==> config.mk <==
export PLATFORM = sky130hd
export DESIGN_NAME = battery_level_median_ema_filter
export DESIGN_NICKNAME = d
export VERILOG_FILES = /design/src/hw/rtl/bls_pkg.sv /design/src/hw/rtl/bls_rank_lane.sv /design/src/hw/rtl/bls_median.sv /design/src/hw/rtl/battery_level_median_ema_filter.sv
export SDC_FILE = /design/constraint.sdc
export NUM_CORES = 1
export LEC_CHECK = 0
export BUFFER_PORTS_ARGS = -buffer_cell sky130_fd_sc_hd__buf_2
export CAP_MARGIN = 25
export CORE_ASPECT_RATIO = 1.4
export CORE_MARGIN = 2
export CORE_UTILIZATION = 60
export DETAILED_ROUTE_END_ITERATION = 10
export GPL_ROUTABILITY_DRIVEN = 1
export PLACE_DENSITY_LB_ADDON = 0.2
export SLEW_MARGIN = 15
export SYNTH_ARGS = -nofsm -noshare
export SYNTH_HDL_FRONTEND = slang
export SYNTH_SLANG_ARGS = --single-unit
==> constraint.sdc <==
create_clock -name clock -period 9.2 [get_ports clock]
set_input_delay 1.84 -clock clock [delete_from_list [all_inputs] [get_ports clock]]
set_output_delay 1.84 -clock clock [all_outputs]
set_load 0.03 [all_outputs]
==> src/hw/rtl/bls_pkg.sv <==
package bls_pkg;

   // One charge-percent sample, 0..100
   typedef logic [6:0] sample_type;

   // Sorted position of one sample among the lanes
   typedef logic [2:0] rank_type;

   // Level register: plain percent (gauge mode) or ten times percent (sampled mode)
   typedef logic [9:0] level_type;

   // Most lanes the request carries samples for
   localparam int MAX_LANES = 5;

   localparam sample_type PCT_MAX = 7'd100;

   // Configuration register indexes
   typedef enum logic {
      REG_USE_FUEL_GAUGE = 1'b0,
      REG_POLL_INTERVAL  = 1'b1
   } csr_reg_type;

   // Saturate one raw sample at 100 percent
   function automatic sample_type sat_sample(input sample_type v);
      return (v > PCT_MAX) ? PCT_MAX : v;
   endfunction

endpackage

==> src/hw/rtl/bls_rank_lane.sv <==
// One lane: counts how many samples sort ahead of its own sample.
// Equal samples are ordered by lane index, so the ranks are unique.
module bls_rank_lane #(
   parameter int LANE_COUNT = 5,
   parameter int LANE_IDX   = 0
) (
   input  bls_pkg::sample_type samples [LANE_COUNT],
   output bls_pkg::rank_type   rank
);

   always_comb begin
      rank = '0;
      for (int j = 0; j < LANE_COUNT; j++) begin
         if (j != LANE_IDX) begin
            if ((samples[j] < samples[LANE_IDX]) ||
                ((samples[j] == samples[LANE_IDX]) && (j < LANE_IDX))) begin
               rank = rank + bls_pkg::rank_type'(1);
            end
         end
      end
   end

endmodule

==> src/hw/rtl/bls_median.sv <==
// Median of the first LANE_COUNT samples: one rank lane per sample,
// then a merge that picks the sample whose rank is the middle one.
module bls_median #(
   parameter int LANE_COUNT = 5
) (
   input  bls_pkg::sample_type samples_raw [bls_pkg::MAX_LANES],
   output bls_pkg::sample_type median
);

   localparam bls_pkg::rank_type MID_RANK = bls_pkg::rank_type'(LANE_COUNT / 2);

   bls_pkg::sample_type sat_s [LANE_COUNT];
   bls_pkg::rank_type   ranks [LANE_COUNT];

   // Saturate inputs and rank them in parallel
   for (genvar g = 0; g < LANE_COUNT; g++) begin : g_lane
      assign sat_s[g] = bls_pkg::sat_sample(samples_raw[g]);

      bls_rank_lane #(
         .LANE_COUNT (LANE_COUNT),
         .LANE_IDX   (g)
      ) u_lane (
         .samples (sat_s),
         .rank    (ranks[g])
      );
   end

   // Merge: exactly one lane holds the middle rank
   always_comb begin
      median = '0;
      for (int k = 0; k < LANE_COUNT; k++) begin
         if (ranks[k] == MID_RANK) begin
            median = median | sat_s[k];
         end
      end
   end

endmodule

==> src/hw/rtl/battery_level_median_ema_filter.sv <==
// Battery level filter: throttled polling, median of samples, smoothed level.
// A result is registered in stage A, then in stage B. Throughput: one request
// per cycle unless the result stream stalls; the poll-time and level
// registers are updated in the accept cycle (compare network plus constant
// divide by ten). Reset (synchronous): mode = sampled, poll interval = 1000 ms,
// level = 0, last poll time = 0 (never polled), pipeline empty.
module battery_level_median_ema_filter #(
   parameter int SAMPLE_COUNT = 5
) (
   input  logic        clock,
   input  logic        reset,
   // request stream
   input  logic        req_tvalid,
   output logic        req_tready,
   // tdata: now_ms[31:0], sample_a..sample_e[66:32], gauge_soc[82:67], zero fill
   input  logic [87:0] req_tdata,
   // tuser: gauge_ok
   input  logic        req_tuser,
   // result stream
   output logic        rsp_tvalid,
   input  logic        rsp_tready,
   // tdata: percent[6:0], zero fill
   output logic [7:0]  rsp_tdata,
   // tuser: fresh
   output logic        rsp_tuser,
   // configuration writes
   input  logic        csr_we,
   input  logic        csr_addr,
   input  logic [23:0] csr_wdata
);

   localparam int LANE_COUNT = (SAMPLE_COUNT > bls_pkg::MAX_LANES) ? bls_pkg::MAX_LANES :
                               ((SAMPLE_COUNT < 1) ? 1 : SAMPLE_COUNT);

   // floor(x/10) for x below 2^14, by reciprocal multiply
   function automatic logic [10:0] div10(input logic [13:0] x);
      logic [27:0] prod;
      prod = x * 14'd13108;
      return prod[27:17];
   endfunction

   // Configuration and state
   logic                use_fg_ff,        use_fg_in;
   logic [23:0]         poll_interval_ff, poll_interval_in;
   logic [31:0]         last_poll_ff,     last_poll_in;
   bls_pkg::level_type  level_ff,         level_in;

   // Stage A: updated level per transaction
   logic                a_valid_ff,  a_valid_in;
   bls_pkg::level_type  a_level_ff,  a_level_in;
   logic                a_fg_ff,     a_fg_in;
   logic                a_fresh_ff,  a_fresh_in;

   // Stage B: output register
   logic                b_valid_ff,  b_valid_in;
   bls_pkg::sample_type b_pct_ff,    b_pct_in;
   logic                b_fresh_ff,  b_fresh_in;

   logic                accept;
   logic                b_free;
   logic [31:0]         now_ms;
   logic [15:0]         gauge_soc;
   logic [31:0]         elapsed;
   logic                throttled;
   bls_pkg::sample_type samples_raw [bls_pkg::MAX_LANES];
   bls_pkg::sample_type median;
   logic [13:0]         nine_level;
   logic [10:0]         nine_div;
   logic [10:0]         a_div;

   // Request field unpacking
   assign now_ms    = req_tdata[31:0];
   assign gauge_soc = req_tdata[82:67];
   for (genvar g = 0; g < bls_pkg::MAX_LANES; g++) begin : g_unpack
      assign samples_raw[g] = req_tdata[32 + 7*g +: 7];
   end

   bls_median #(
      .LANE_COUNT (LANE_COUNT)
   ) u_median (
      .samples_raw (samples_raw),
      .median      (median)
   );

   // Handshake: stage A empties into B whenever B is free
   assign b_free     = !b_valid_ff || rsp_tready;
   assign req_tready = !a_valid_ff || b_free;
   assign accept     = req_tvalid && req_tready;

   // Poll throttle
   assign elapsed   = now_ms - last_poll_ff;
   assign throttled = (last_poll_ff != 32'd0) && (elapsed < {8'd0, poll_interval_ff});

   // Smoothing: floor((9L + 10m)/10) = floor(9L/10) + m
   assign nine_level = {1'b0, level_ff, 3'b000} + {4'd0, level_ff};
   assign nine_div   = div10(nine_level);

   // Configuration writes
   always_comb begin
      use_fg_in        = use_fg_ff;
      poll_interval_in = poll_interval_ff;
      if (csr_we) begin
         unique case (bls_pkg::csr_reg_type'(csr_addr))
            bls_pkg::REG_USE_FUEL_GAUGE: use_fg_in        = csr_wdata[0];
            bls_pkg::REG_POLL_INTERVAL:  poll_interval_in = csr_wdata;
            default:                     use_fg_in        = use_fg_ff;
         endcase
      end
   end

   // State update on each accepted transaction that polls
   always_comb begin
      last_poll_in = last_poll_ff;
      level_in     = level_ff;
      if (accept && !throttled) begin
         last_poll_in = now_ms;
         if (use_fg_ff) begin
            if (req_tuser) begin
               level_in = (gauge_soc > 16'd100) ? 10'd100 : gauge_soc[9:0];
            end
         end else if (level_ff == 10'd0) begin
            level_in = {median, 3'b000} + {2'b00, median, 1'b0};
         end else begin
            level_in = nine_div[9:0] + {3'b000, median};
         end
      end
   end

   // Stage A load
   always_comb begin
      a_valid_in = a_valid_ff;
      a_level_in = a_level_ff;
      a_fg_in    = a_fg_ff;
      a_fresh_in = a_fresh_ff;
      if (accept) begin
         a_valid_in = 1'b1;
         a_level_in = level_in;
         a_fg_in    = use_fg_ff;
         a_fresh_in = !throttled;
      end else if (b_free) begin
         a_valid_in = 1'b0;
      end
   end

   // Stage B: scale level to percent
   assign a_div = div10({4'd0, a_level_ff});

   always_comb begin
      b_valid_in = b_valid_ff;
      b_pct_in   = b_pct_ff;
      b_fresh_in = b_fresh_ff;
      if (b_free) begin
         b_valid_in = a_valid_ff;
         b_fresh_in = a_fresh_ff;
         if (a_fg_ff) begin
            b_pct_in = (a_level_ff > 10'd100) ? bls_pkg::PCT_MAX : a_level_ff[6:0];
         end else begin
            b_pct_in = (a_div > 11'd100) ? bls_pkg::PCT_MAX : a_div[6:0];
         end
      end
   end

   // Control registers
   always_ff @(posedge clock) begin
      if (reset) begin
         use_fg_ff        <= 1'b0;
         poll_interval_ff <= 24'd1000;
         last_poll_ff     <= '0;
         level_ff         <= '0;
         a_valid_ff       <= 1'b0;
         b_valid_ff       <= 1'b0;
      end else begin
         use_fg_ff        <= use_fg_in;
         poll_interval_ff <= poll_interval_in;
         last_poll_ff     <= last_poll_in;
         level_ff         <= level_in;
         a_valid_ff       <= a_valid_in;
         b_valid_ff       <= b_valid_in;
      end
   end

   // Payload registers
   always_ff @(posedge clock) begin
      a_level_ff <= a_level_in;
      a_fg_ff    <= a_fg_in;
      a_fresh_ff <= a_fresh_in;
      b_pct_ff   <= b_pct_in;
      b_fresh_ff <= b_fresh_in;
   end

   assign rsp_tvalid = b_valid_ff;
   assign rsp_tdata  = {1'b0, b_pct_ff};
   assign rsp_tuser  = b_fresh_ff;

   // Level stays within the smoothing range
   a_level_range: assert property (@(posedge clock) disable iff (reset)
      level_ff <= 10'd1020)
      else $error("level register out of range");

   // A throttled request leaves the level alone
   a_throttle_hold: assert property (@(posedge clock) disable iff (reset)
      (accept && throttled) |=> $stable(level_ff) && $stable(last_poll_ff))
      else $error("throttled request changed state");

   // A polling request records its timestamp
   a_poll_time: assert property (@(posedge clock) disable iff (reset)
      (accept && !throttled) |=> (last_poll_ff == $past(now_ms)))
      else $error("poll time not recorded");

   // Stage A holds its transaction while stage B is blocked
   a_stage_hold: assert property (@(posedge clock) disable iff (reset)
      (a_valid_ff && !b_free) |=> (a_valid_ff && $stable(a_level_ff)))
      else $error("stage A lost a transaction");

endmodule
==> qor.json, run 1 <==
{
  "placement": {
    "dpl_worst_slack_ns": 0.336,
    "place_congestion": 0.957,
    "dp_hpwl_um": 30600,
    "count_of_input_and_output_buffers": 123,
    "placed_area_mm2": 0.0154
  },
  "detailed_routing": {
    "drc": 0,
    "routed_wl_um": 36900,
    "vias_per_cell": 5.97,
    "route.vias.total": 13100,
    "routed_wire_length_per_instance_um": 16.8,
    "drtPass1Iterations": 6,
    "antenna_violating_nets_post_route": 0,
    "drt_first_iter_violations": 694
  },
  "logic_synthesis": {
    "netlist.top_cell.by_area": "ha_1",
    "async_reset_ff_share_pct": 0,
    "syn_area_per_cell_um2": 8.13,
    "yosys-top-cells-area": "ha_1 (27%), fa_1 (11%), dfxtp_1 (9.6%)",
    "post_synth_most_frequent_cells": "ha_1 (311), inv_1 (286), a21oi_1 (147)",
    "synth.lib_cells_used.distinct": 85,
    "synth.most_common_cell": "ha_1",
    "synth_largest_type_area_fraction_pct": 27.0,
    "syn_nets": 2280,
    "register_area_share_after_synthesis_pct": 13.8,
    "synth_edf_count": 20,
    "netlist_instances": 1772,
    "synthesis.yosys.warnings": 0,
    "synth_top_flop_cell": "dfxtp_1",
    "syn-cell-area_mm2": 0.0144,
    "register_bit_total_from_synthesis": 89
  },
  "job": {
    "drv_cap": 0
  },
  "clocking": {
    "clk_pin_slew_ns": 0.07,
    "max-clock-path-buffers": 2,
    "cts_sinks": 89,
    "clk_root_buffer_cell": "clkbuf_16",
    "insertion_delay_ns": 0.36,
    "postCtsHoldBufs": 0,
    "cts_buffers": 9,
    "cts_tree": "yes",
    "cts-htree-levels": 3
  },
  "sta": {
    "final_hold_viol_count": 0,
    "final_max_slew_viol_count": 0,
    "final.setup_skew_ns": 0.00694,
    "max_slew_margin_pct": 35.8,
    "tightestPinTransition_ns": 0.954,
    "finalWorstPathRequiredPeriod_ns": 8.65,
    "totalNegativeSetupSlack_ns": 0,
    "max_freq_mhz": 116,
    "fin_ws_ns": 0.552,
    "rsz0062_at_grt": "false",
    "finalSetupViolations": 0,
    "fin_crit_sh_pct": 94.0
  },
  "cells_and_area": {
    "antenna_cells": 0,
    "share_of_final_layout_standard_cells_stronger_than_drive_strength_1_pct": 10.0,
    "layout.nets": 2391,
    "syn2layout_area_growth_pct": 9.06,
    "finalInstanceArea_mm2": 0.0157
  },
  "setup_path": {
    "critical-path-top-cell-by-count": "inv_1",
    "r2r_cells": 39,
    "critical_path_class": "reg -> reg",
    "biggest_cell_delay_along_the_critical_path_ns": 0.54,
    "timing.critical_path.fanout_max": 5,
    "reg2reg_from": "level_ff[3]",
    "reg2reg_slack_ns": 0.55,
    "worst_setup_path_startpoint": "level_ff[3]",
    "worstSetupStartpointType": "register",
    "slowest_stage": "fa_1",
    "critPathCaptureType": "register",
    "arrival_ns": 8.73,
    "worstReg2RegEnd": "a_level_ff[9]",
    "worstSetupEndpoint": "a_level_ff[9]",
    "worst-endpoint-required_ns": 9.29
  },
  "grt": {
    "via_count_of_the_first_global_routing_pass": 13200,
    "antenna_found_initial": 2,
    "largest_net_degree_at_the_start_of_global_routing": 62,
    "grt_pass1_wl_um": 61300,
    "gr-usage-all-layers_pct": 29.7,
    "grt_overflow_total": 0
  },
  "min_path": {
    "hold_path.class": "reg -> reg"
  },
  "die": {
    "floorplan.die.height_um": 187,
    "core.rowCount": 67,
    "start_util_pct": 60.5,
    "die_x_um": 135,
    "area_of_the_die_mm2": 0.0253,
    "top_level_ports": 130,
    "core_mm2": 0.0238
  },
  "outcome": {
    "run_status": "completed"
  }
}
[worst max-delay path, delay by kind of cell (launching register included)]
family                   cells  cell delay [ns]
AO/OA/AOI/OAI               15             2.80
XOR/XNOR                     3             0.47
adder cells (fa/ha/maj)      8             2.93
buffers and inverters        7             0.50
flip-flops                   1             0.40
multiplexers                 1             0.29
AND/OR/NAND/NOR              5             0.98
[cell type report]
type | count | area (um2)
well taps | 310 | 388
repair buffers | 147 | 803
flip-flops and latches | 89 | 1980
multi-input cells | 1349 | 11200
clock buffers | 10 | 229
fillers | 2098 | 8100
inverters | 287 | 1080
clock inverters | 6 | 43.8
[registers in the layout, indices dropped and copies added, names as in the netlist]
name              flops
a_valid_ff            1
level_ff             10
a_level_ff           10
a_fg_ff               1
last_poll_ff         32
rsp_tvalid            1
use_fg_ff             1
rsp_tuser             1
a_fresh_ff            1
b_pct_ff              7
poll_interval_ff     24
[logic make-up after synthesis]
logic type,after synthesis,synth area share [%]
AOI/OAI and AO/OA,437,19.3
xor gates and xnor gates,68,4.13
adders and majority gates,390,37.9
buffers and inverters,334,8.83
DFF,89,13.8
muxes,11,0.860
other,1,0.0260
and+or+nand+nor,442,15.2
[through the flow]
step / hold WS, ns / std cells / util [%]
after floorplan: 0.400 / 1772 / -
after detailed placement: 0.416 / 2182 / 64.7
final: 0.428 / 2198 / 66.0
after global placement: 0.417 / 2181 / 64.6
after global routing: 0.437 / 2198 / 66.0
after CTS: 0.432 / 2198 / 65.8
[how the worst min path moves through the flow]
stage	endpoint	cells past startpoint	from
finish	rsp_tuser	0	a_fresh_ff
global route	rsp_tuser	0	a_fresh_ff
CTS	rsp_tuser	0	a_fresh_ff
detailed placement	rsp_tuser	0	a_fresh_ff
global placement	rsp_tuser	0	a_fresh_ff
floorplan	rsp_tuser	0	a_fresh_ff
[placed cells by master, fill, tap and decap left out, types with 9 or more instances in the layout]
| cell type | n |
|---|---|
| xnor2_1 | 45 |
| dfxtp_1 | 68 |
| o211ai_1 | 16 |
| o21bai_1 | 20 |
| a21o_1 | 16 |
| buf_4 | 23 |
| nand4_1 | 28 |
| mux2i_1 | 9 |
| nor4_1 | 18 |
| nand3_1 | 60 |
| inv_1 | 285 |
| o21ai_0 | 101 |
| nor2b_1 | 20 |
| buf_2 | 123 |
| fa_1 | 78 |
| nand2b_1 | 19 |
| o21a_1 | 16 |
| ha_1 | 310 |
| nand2_1 | 139 |
| edfxtp_1 | 20 |
| a31oi_1 | 10 |
| xor2_1 | 22 |
| nor3_1 | 20 |
| a21oi_1 | 145 |
| a211oi_1 | 19 |
| clkbuf_16 | 9 |
| nor2_1 | 82 |
[layer usage]
layer	wire [um]	share of wire, %	global-route usage, %	up-vias
met2	19000	52	54.8	411
met1	14500	39	33.6	6150
met5	23	0.062	0	-
met4	1570	4.3	13.9	4
met3	1770	4.8	3.39	121
li1	-	-	-	6433
[what timing repair did]
action / CTS / global route
resized for setup: 0 / 9
setup endpoints to repair: 0 / 2
setup buffers: 0 / 0
Power of run 1 is not shown: default switching activity piles up to over one toggle a cycle in this logic, so the estimate is an artifact.
==> inputs of run 2 (changes only) <==
--- a/config.mk
+++ b/config.mk
@@ -5,10 +5,10 @@
 export SDC_FILE = /design/constraint.sdc
 export NUM_CORES = 1
 export LEC_CHECK = 0
-export BUFFER_PORTS_ARGS = -buffer_cell sky130_fd_sc_hd__buf_2
+export BUFFER_PORTS_ARGS = -buffer_cell sky130_fd_sc_hd__buf_4
 export CAP_MARGIN = 25
 export CORE_ASPECT_RATIO = 1.4
-export CORE_MARGIN = 2
+export CORE_MARGIN = 1
 export CORE_UTILIZATION = 60
 export DETAILED_ROUTE_END_ITERATION = 10
 export GPL_ROUTABILITY_DRIVEN = 1
==> qor.json, run 2 (synthesized netlist as in run 1, its figures left out) <==
{
  "detailed_routing": {
    "route.vias.total": {"value": 13100, "change": "about the same"},
    "drt_first_iter_violations": {"value": 692, "change": "was 694"},
    "antenna_violating_nets_post_route": {"value": 0, "change": "unchanged"},
    "vias_per_cell": {"value": 5.97, "change": "about the same"},
    "routed_wire_length_per_instance": {"value": 16.9, "unit": "um", "change": "was 16.8 um"},
    "drtPass1Iterations": {"value": 7, "change": "was 6"},
    "drc": {"value": 0, "change": "unchanged"},
    "routed_wl": {"value": 37100, "unit": "um", "change": "was 36900 um"}
  },
  "clocking": {
    "max-clock-path-buffers": {"value": 2, "change": "unchanged"},
    "cts_sinks": {"value": 89, "change": "unchanged"},
    "clk_root_buffer_cell": {"value": "clkbuf_16", "change": "unchanged"},
    "cts-htree-levels": {"value": 3, "change": "unchanged"},
    "insertion_delay": {"value": 0.35, "unit": "ns", "change": "was 0.36 ns"},
    "cts_buffers": {"value": 9, "change": "unchanged"},
    "cts_tree": {"value": "yes", "change": "unchanged"},
    "postCtsHoldBufs": {"value": 0, "change": "unchanged"},
    "clk_pin_slew": {"value": 0.06, "unit": "ns", "change": "was 0.07 ns"}
  },
  "setup_path": {
    "timing.critical_path.fanout_max": {"value": 5, "change": "unchanged"},
    "critical_path_class": {"value": "reg -> reg", "change": "unchanged"},
    "biggest_cell_delay_along_the_critical_path": {"value": 0.50, "unit": "ns", "change": "was 0.54 ns"},
    "crit_buf_inv": {"value": 7, "change": "unchanged"},
    "arrival": {"value": 8.80, "unit": "ns", "change": "was 8.73 ns"},
    "reg2reg_from": {"value": "level_ff[3]", "change": "unchanged"},
    "critPathCaptureType": {"value": "register", "change": "unchanged"},
    "slowest_stage": {"value": "fa_1", "change": "unchanged"},
    "worst-endpoint-required": {"value": 9.34, "unit": "ns", "change": "was 9.29 ns"},
    "r2r_cells": {"value": 39, "change": "unchanged"},
    "worstReg2RegEnd": {"value": "a_level_ff[9]", "change": "unchanged"},
    "reg2reg_slack": {"value": 0.55, "unit": "ns", "change": "about the same"},
    "critical-path-top-cell-by-count": {"value": "inv_1", "change": "unchanged"},
    "critical_path.top_delay_family": {"value": "compound AO/OA/AOI/OAI gates", "change": "was adder cells"},
    "worstSetupStartpointType": {"value": "register", "change": "unchanged"}
  },
  "min_path": {
    "hp-start": {"value": "a_fresh_ff", "change": "unchanged"},
    "hold_path_depth": {"value": 0, "change": "unchanged"},
    "hold_path.class": {"value": "reg -> reg", "change": "unchanged"},
    "min_delay_worst_endpoint": {"value": "rsp_tuser", "change": "unchanged"}
  },
  "die": {
    "start_util": {"value": 61.6, "unit": "%", "change": "was 60.5%"},
    "die_x": {"value": 133, "unit": "um", "change": "was 135 um"},
    "core.rowCount": {"value": 66, "change": "was 67"},
    "floorplan.die.height": {"value": 185, "unit": "um", "change": "was 187 um"},
    "core": {"value": 0.0234, "unit": "mm2", "change": "was 0.0238 mm2"},
    "top_level_ports": {"value": 130, "change": "unchanged"},
    "area_of_the_die": {"value": 0.0246, "unit": "mm2", "change": "was 0.0253 mm2"}
  },
  "placement": {
    "placedCellCount": {"value": 2178, "change": "was 2182"},
    "count_of_input_and_output_buffers": {"value": 123, "change": "unchanged"},
    "dp_hpwl": {"value": 30800, "unit": "um", "change": "was 30600 um"},
    "placed_area": {"value": 0.0157, "unit": "mm2", "change": "was 0.0154 mm2"},
    "place_congestion": {"value": 0.966, "change": "was 0.957"}
  },
  "sta": {
    "fin_crit_sh": {"value": 94.0, "unit": "%", "change": "about the same"},
    "max_slew_margin": {"value": 45.9, "unit": "%", "change": "was 35.8%"},
    "totalNegativeSetupSlack": {"value": 0, "unit": "ns", "change": "unchanged"},
    "tightestPinTransition": {"value": 0.809, "unit": "ns", "change": "was 0.954 ns"},
    "final_max_slew_viol_count": {"value": 0, "change": "unchanged"},
    "rsz0062_at_grt": {"value": "false", "change": "unchanged"},
    "max_freq": {"value": 116, "unit": "MHz", "change": "about the same"},
    "finalWorstPathRequiredPeriod": {"value": 8.65, "unit": "ns", "change": "about the same"},
    "final_hold_viol_count": {"value": 0, "change": "unchanged"},
    "final.setup_skew": {"value": 0.0106, "unit": "ns", "change": "was 0.00694 ns"},
    "finalSetupViolations": {"value": 0, "change": "unchanged"}
  },
  "grt": {
    "via_count_of_the_first_global_routing_pass": {"value": 13200, "change": "about the same"},
    "largest_net_degree_at_the_start_of_global_routing": {"value": 62, "change": "unchanged"},
    "grt_overflow_total": {"value": 0, "change": "unchanged"},
    "gr-usage-all-layers": {"value": 30.6, "unit": "%", "change": "was 29.7%"},
    "grt_pass1_wl": {"value": 60700, "unit": "um", "change": "was 61300 um"},
    "antenna_found_initial": {"value": 0, "change": "was 2"}
  },
  "cells_and_area": {
    "layout.nets": {"value": 2394, "change": "was 2391"},
    "layout_common_cells": {"value": "ha_1 (310), inv_1 (285), buf_4 (148), a21oi_1 (145), nand2_1 (139)", "change": "was ha_1 (310), inv_1 (285), a21oi_1 (145), nand2_1 (139), buf_2 (123)"},
    "antenna_cells": {"value": 0, "change": "unchanged"},
    "syn2layout_area_growth": {"value": 11.5, "unit": "%", "change": "was 9.06%"},
    "utilization": {"value": 68.7, "unit": "%", "change": "was 66.0%"},
    "reg.largest.list": {"value": "last_poll_ff: 32 flops, poll_interval_ff: 24 flops", "change": "unchanged"},
    "largest_reg_flops": {"value": 32, "change": "unchanged"},
    "layout.filler_cells": {"value": 1979, "change": "was 2098"},
    "stdcell_count": {"value": 2197, "change": "was 2198"},
    "layout.cells.most_common": {"value": "ha_1", "change": "unchanged"},
    "finalInstanceArea": {"value": 0.0161, "unit": "mm2", "change": "was 0.0157 mm2"},
    "largest-register": {"value": "last_poll_ff", "change": "unchanged"},
    "share_of_final_layout_standard_cells_stronger_than_drive_strength_1": {"value": 10.1, "unit": "%", "change": "was 10.0%"}
  },
  "outcome": {
    "run_status": {"value": "completed", "change": "unchanged"}
  },
  "job": {
    "drv_cap": {"value": 0, "change": "unchanged"}
  }
}
==> run 2: cell types whose count changed in the layout (fill, tap and decap cells not counted), sizes merged <==
cell | previous run | this run
buf | 147 | 150
bufinv | 0 | 1
clkbuf | 10 | 12
clkinv | 4 | 5
clkinvlp | 3 | 0
inv | 286 | 285
==> run 2: worst max-delay path by stage <==
stage                  start       endpoint  slack [ns]  cells past startpoint
3_3_place_gp     level_ff[1]  a_level_ff[9]        0.60                     38
5_1_grt          level_ff[3]  a_level_ff[9]        0.01                     39
2_1_floorplan  req_tdata[37]  a_level_ff[8]        1.19                     32
6_report         level_ff[3]  a_level_ff[9]        0.55                     39
3_5_place_dp     level_ff[1]  a_level_ff[9]        0.30                     38
4_1_cts          level_ff[1]  a_level_ff[9]        0.27                     38
==> run 2: area by class of cell <==
cell class	count	area [um2]	area share [%]
clock inverters	4	52.6	0.327
clock buffers	12	246	1.53
multi-input cells	1349	11200	69.6
well taps	306	383	2.38
inverters	287	1080	6.71
repair buffers	150	1140	7.10
flip-flops and latches	89	1980	12.3
==> run 2: per-stage QoR <==
step / hold slack [ns] / setup slack, ns
6_report: 0.432 / 0.548
5_1_grt: 0.438 / 0.0139
4_1_cts: 0.431 / 0.274
3_5_place_dp: 0.416 / 0.297
3_3_place_gp: 0.411 / 0.597
2_1_floorplan: 0.400 / 1.19
==> run 2: repair_timing <==
action	CTS	global route
gates resized for setup	0	7
endpoints found under the setup margin	0	3
setup buffers	0	3
==> run 2: metal layers <==
metal  up-vias  track usage [%]  part of all wire (%)
li1       6442                -                     -
met1      6169             33.9                    40
met2       405             57.5                    52
met3       111             3.80                   4.6
met4         0             14.3                   4.1
met5         -                0                     0
Power of run 2 is left out for the same reason.
